## config.mk

```make
export PLATFORM = sky130hd
export DESIGN_NAME = tdis_crazy
export DESIGN_NICKNAME = d
export VERILOG_FILES = /design/src/tdis_pkg.sv /design/src/tdis_crazy.sv
export SDC_FILE = /design/constraint.sdc
export NUM_CORES = 1
export LEC_CHECK = 0
export ABC_AREA = 1
export BUFFER_PORTS_ARGS = -buffer_cell sky130_fd_sc_hd__buf_2
export CAP_MARGIN = 20
export CORE_MARGIN = 2
export CORE_UTILIZATION = 65
export CTS_CLUSTER_DIAMETER = 30
export DETAILED_ROUTE_END_ITERATION = 12
export PLACE_DENSITY_LB_ADDON = 0.12
export SLEW_MARGIN = 5
export SYNTH_ARGS = -nofsm -noshare
export SYNTH_HDL_FRONTEND = slang
export SYNTH_SLANG_ARGS = --single-unit
```

## constraint.sdc

```tcl
create_clock -name clk -period 8.7 [get_ports clk]
set_input_delay 1.305 -clock clk [delete_from_list [all_inputs] [get_ports clk]]
set_output_delay 1.305 -clock clk [all_outputs]
set_load 0.05 [all_outputs]
```

## src/tdis_pkg.sv

```systemverilog
// ----------------------------------------------------------------------------
// tdis_pkg
// Types, constants and small functions shared by the ternary machine step unit.
// ----------------------------------------------------------------------------
package tdis_pkg;

  localparam int WORD_TRITS = 10;
  localparam int CNT_W      = $clog2(WORD_TRITS);
  localparam int MEM_DEPTH  = 3 ** WORD_TRITS;
  localparam int TOP_WEIGHT = 3 ** (WORD_TRITS - 1);
  localparam int ADDR_W     = $clog2(MEM_DEPTH);
  localparam int WORD_W     = 16;

  localparam logic [WORD_W-1:0] WORD_LAST = WORD_W'(MEM_DEPTH - 1);

  localparam logic [1:0] OP_LOAD    = 2'd0;
  localparam logic [1:0] OP_STEP    = 2'd1;
  localparam logic [1:0] OP_RESTART = 2'd2;

  localparam logic [WORD_W-1:0] INS_LOADD = 16'd42;
  localparam logic [WORD_W-1:0] INS_JUMP  = 16'd94;
  localparam logic [WORD_W-1:0] INS_ROT   = 16'd62;
  localparam logic [WORD_W-1:0] INS_CRAZY = 16'd124;
  localparam logic [WORD_W-1:0] INS_OUT   = 16'd123;
  localparam logic [WORD_W-1:0] INS_IN    = 16'd125;
  localparam logic [WORD_W-1:0] INS_HALT  = 16'd33;

  typedef struct packed {
    logic [1:0]        opcode;
    logic [WORD_W-1:0] load_address;
    logic [WORD_W-1:0] load_value;
    logic [7:0]        in_char;
    logic              in_end;
  } in_item_t;

  typedef struct packed {
    logic       out_valid;
    logic [7:0] out_byte;
    logic       input_taken;
    logic       halted;
  } out_item_t;

  typedef enum logic [2:0] {
    ST_IDLE,
    ST_RDD,
    ST_EXEC,
    ST_CRAZY
  } state_t;

  // x / 3 for 16-bit x by reciprocal multiply
  function automatic logic [WORD_W-1:0] div3(input logic [WORD_W-1:0] x);
    logic [32:0] p;
    p = {17'd0, x} * 33'd43691;
    return p[32:17];
  endfunction

  function automatic logic [1:0] mod3(input logic [WORD_W-1:0] x,
                                      input logic [WORD_W-1:0] q);
    logic [WORD_W-1:0] r;
    r = x - (q + {q[WORD_W-2:0], 1'b0});
    return r[1:0];
  endfunction

  function automatic logic [1:0] crz_trit(input logic [1:0] mt, input logic [1:0] at);
    logic [1:0] r;
    case ({mt, at})
      4'b00_00: r = 2'd1;
      4'b00_01: r = 2'd0;
      4'b00_10: r = 2'd0;
      4'b01_00: r = 2'd1;
      4'b01_01: r = 2'd0;
      4'b01_10: r = 2'd2;
      4'b10_00: r = 2'd2;
      4'b10_01: r = 2'd2;
      4'b10_10: r = 2'd1;
      default:  r = 2'd0;
    endcase
    return r;
  endfunction

  function automatic logic [WORD_W-1:0] wrap_next(input logic [WORD_W-1:0] p);
    return (p >= WORD_LAST) ? '0 : p + 16'd1;
  endfunction

endpackage

```

## src/tdis_crazy.sv

```systemverilog
// ----------------------------------------------------------------------------
// tdis_crazy
// Tritwise crazy operation, one trit per cycle from the least significant.
// ----------------------------------------------------------------------------
module tdis_crazy (
  input  logic                        clk,
  input  logic                        rst_n,
  input  logic                        start,
  input  logic [tdis_pkg::WORD_W-1:0] m_in,
  input  logic [tdis_pkg::WORD_W-1:0] a_in,
  output logic                        done,
  output logic [tdis_pkg::WORD_W-1:0] result
);

  logic                        run_r, run_nxt;
  logic                        done_r, done_nxt;
  logic [tdis_pkg::CNT_W-1:0]  cnt_r, cnt_nxt;
  logic [tdis_pkg::WORD_W-1:0] m_r, m_nxt;
  logic [tdis_pkg::WORD_W-1:0] a_r, a_nxt;
  logic [tdis_pkg::WORD_W-1:0] w_r, w_nxt;
  logic [tdis_pkg::WORD_W-1:0] r_r, r_nxt;
  logic [tdis_pkg::WORD_W-1:0] mq, aq, term;
  logic [1:0]                  mt, at, tr;

  always_comb begin
    mq   = tdis_pkg::div3(m_r);
    aq   = tdis_pkg::div3(a_r);
    mt   = tdis_pkg::mod3(m_r, mq);
    at   = tdis_pkg::mod3(a_r, aq);
    tr   = tdis_pkg::crz_trit(mt, at);
    case (tr)
      2'd1:    term = w_r;
      2'd2:    term = {w_r[tdis_pkg::WORD_W-2:0], 1'b0};
      default: term = '0;
    endcase
  end

  always_comb begin
    run_nxt  = run_r;
    done_nxt = 1'b0;
    cnt_nxt  = cnt_r;
    m_nxt    = m_r;
    a_nxt    = a_r;
    w_nxt    = w_r;
    r_nxt    = r_r;
    if (start) begin
      run_nxt = 1'b1;
      cnt_nxt = '0;
      m_nxt   = m_in;
      a_nxt   = a_in;
      w_nxt   = 16'd1;
      r_nxt   = '0;
    end else if (run_r) begin
      m_nxt = mq;
      a_nxt = aq;
      w_nxt = w_r + {w_r[tdis_pkg::WORD_W-2:0], 1'b0};
      r_nxt = r_r + term;
      cnt_nxt = cnt_r + 1'b1;
      if (cnt_r == tdis_pkg::CNT_W'(tdis_pkg::WORD_TRITS - 1)) begin
        run_nxt  = 1'b0;
        done_nxt = 1'b1;
      end
    end
  end

  always_ff @(posedge clk) begin
    if (!rst_n) begin
      run_r  <= 1'b0;
      done_r <= 1'b0;
      cnt_r  <= '0;
    end else begin
      run_r  <= run_nxt;
      done_r <= done_nxt;
      cnt_r  <= cnt_nxt;
    end
  end

  always_ff @(posedge clk) begin
    m_r <= m_nxt;
    a_r <= a_nxt;
    w_r <= w_nxt;
    r_r <= r_nxt;
  end

  assign done   = done_r;
  assign result = r_r;

endmodule

```

==> flow_metrics.tcl <==
set metrics [dict create \
    htree_levels 3 \
    cts-root-buf "clkbuf_16" \
    ys.flop_type "dfxtp_1" \
    ys_types 42 \
    fmax_mhz 121 \
    async_flop_share 0 \
    via_count 12360 \
    antenna_left 0 \
    syn_inst 1853 \
    fin_skew_ps 9.18 \
    synth_fa_ha_area_frac 0.475 \
    grt_max_degree 53 \
    row_count 54 \
    worstPathArrival_ps 8490 \
    clk_transition_reported_paths_ps 60 \
    cp.required_ps 8940 \
    cp-end-kind "flip-flop" \
    cp_slowest_stage_delay_ps 600 \
    synth_xor_area_frac 0.0205 \
    met3_usage 0.0685 \
    antenna_cells 0 \
    min_path_cells 2 \
    slew_violations 0 \
    clock_path_buffers 2 \
    die_h_microns 154 \
    synth_compound_area_frac 0.102 \
    drive_gt1_frac 0.0728 \
    yosys.area_share.simple 0.168 \
    synth-seq-cells 69 \
    yosys-mux-area-fraction 0 \
    reg2reg_slack_ps 460 \
    dp.cells 2178 \
    wl_per_cell_microns 17.6 \
    drc_errors 0 \
    relSlewSlack 0.488 \
    grt_use_met2 0.532 \
    synth_fp_nets 2342 \
    cts_tree "built" \
    r2r_cells 42 \
    areaGrowthSynthToFinish_pct 7.35 \
    r2r_end "result[10]" \
    multi_input_area_sq_um 11200 \
    fin_cells 2203 \
    die-area_sq_um 23600 \
    io_buffers 51 \
    track_usage 0.339 \
    worstSetupPathType "flip-flop to flip-flop" \
    status "finished clean" \
    hold_viol 0 \
    start_util 0.664 \
    crit_fanout 14 \
    drt_iter0_markers 790 \
    first_pass_iters 5 \
    synth_edf_count 32 \
    grt_pass1_wl_microns 63000 \
    busiest_layer "met2" \
    setup_viol 0 \
    cpMostUsedCell "ha_1" \
    synth.area.top_cells "ha_1 (25%), fa_1 (22%), inv_1 (11%)" \
    wl_microns 38800 \
    cap_violations 0 \
    cts_inserted_buffers 9 \
    pin_count 52 \
    r2r-start "m_r[5]" \
    gp_congestion 1.01 \
    dp_hpwl_microns 32800 \
    ys_warn_count 0 \
    die_w_microns 154 \
    grt_use_met1 0.489 \
    tightest_slew_ps 768 \
    synth_top_area_cell "ha_1" \
    finalCritPeriodShare 0.948 \
    syn_avg_cell_area_sq_um 7.84 \
    antenna_found_initial 0 \
    register_area_sq_um 1700 \
    synth_top_area_frac 0.250 \
    postCtsHoldBufs 0 \
    netlist_area_sq_um 14500 \
    cp-start-kind "flip-flop" \
    crit_start "m_r[5]" \
    crit_slowest_cell "fa_1" \
    nets 2407 \
    core-area_sq_um 21900 \
    cts_sinks 69 \
    detail_route.vias_per_cell 5.61 \
    insertion_delay_ps 350 \
    whs_endpoint "cnt_r[3]" \
    grt_pass1_vias 12385 \
    num-fill-cells 1818 \
    synth_top_family_by_area "adder cells" \
    min_period_ps 8240 \
    ys_seq_area_frac 0.117 \
    min-delay-start "cnt_r[3]" \
    grt_overflow 0 \
    hold_path_class "flip-flop to flip-flop" \
]
[worst max-delay path by stage]
stage	depth (start not counted)	slack (ps)	end
after detailed placement	43	130	result[10]
final	42	460	result[10]
after global routing	42	-2	result[10]
after global placement	43	420	result[10]
after floorplan	43	870	result[10]
after CTS	43	70	result[10]
[Yosys cell counts (all sizes together), types with 7 or more instances]
master and n:
inv 435, nand2 327, ha 291, fa 163
nor2 138, a21oi 128, o21ai 83, nand3 65
dfxtp 37, edfxtp 32, xor2 27, clkbuf 16
nor3 16, nand4 14, a21o 9, o21bai 8
or2 7, xnor2 7
[kinds of logic (layout without fill, tap and decap cells)]
logic type / Yosys count / after routing
AOI/OAI and AO/OA: 268 / 268
xor gates and xnor gates: 34 / 34
adders and majority gates: 454 / 454
buffers and inverters: 453 / 523
DFF: 69 / 69
and+or+nand+nor: 575 / 575
[layout make-up]
type	instances	area share
well taps	280	0.0225
clock buffers	12	0.0178
inverters	435	0.105
clock inverters	4	0.00168
multi-input cells	1331	0.718
flip-flops and latches	69	0.109
repair buffers	72	0.0267
[worst max-delay path, delay by kind of cell (launching register included)]
kind	cells	cell delay, ps
xor gates and xnor gates	2	400
AOI/OAI and AO/OA	6	870
and+or+nand+nor	15	1600
adders and majority gates	11	4130
DFF	1	500
buffers and inverters	8	620
[layer usage]
layer | up-vias | wire length, microns | part of all wire
met5 | - | 0 | 0
met4 | 0 | 702 | 0.018
met3 | 56 | 3290 | 0.085
met2 | 429 | 17300 | 0.45
met1 | 5856 | 17500 | 0.45
li1 | 6019 | - | -
[sequential cells by signal (all words and copies together), names as in the netlist]
name and flops:
cnt_r 4, result 16, done 1, w_r 15
a_r 16, m_r 16, run_r 1
[stage by stage]
| stage | area [sq um] | hold WS, ps | util | TNS, ps | setup WS, ps |
|---|---|---|---|---|---|
| 2_1_floorplan | 14500 | 439 | - | 0 | 872 |
| 3_3_place_gp | 15200 | 454 | 0.693 | 0 | 415 |
| 3_5_place_dp | 15200 | 470 | 0.693 | 0 | 131 |
| 4_1_cts | 15500 | 480 | 0.707 | 0 | 69.0 |
| 5_1_grt | 15600 | 514 | 0.713 | -1.76 | -1.76 |
| 6_report | 15600 | 483 | 0.713 | 0 | 456 |
[what timing repair did]
action | 4_1_cts | 5_1_grt
setup buffers | 0 | 9
setup endpoints to repair | 0 | 11
gates resized for setup | 0 | 17
[cells in the final DEF, fill, tap and decap left out, types with 6 or more instances in the layout]
cell type  synthesis  layout
nand3_2            6       7
dfxtp_1           37      37
a21oi_1          128     124
nand2_2           16      16
buf_2              0      51
o21ai_0           81      79
xor2_1            27      27
nand4_1           14      14
nor2_1           135     133
edfxtp_1          32      32
o21bai_1           8       8
nand2_1          311     311
a21o_1             9       9
inv_1            430     430
xnor2_1            7       7
o211ai_1           6       6
nand3_1           59      58
clkbuf_16          0      10
or2_2              7       7
ha_1             291     288
buf_4              0      20
a31oi_1            6       6
nor3_1            15      14
fa_1             163     163
Power is not shown: default switching activity piles up to over one toggle a cycle in this logic, so the estimate is an artifact.
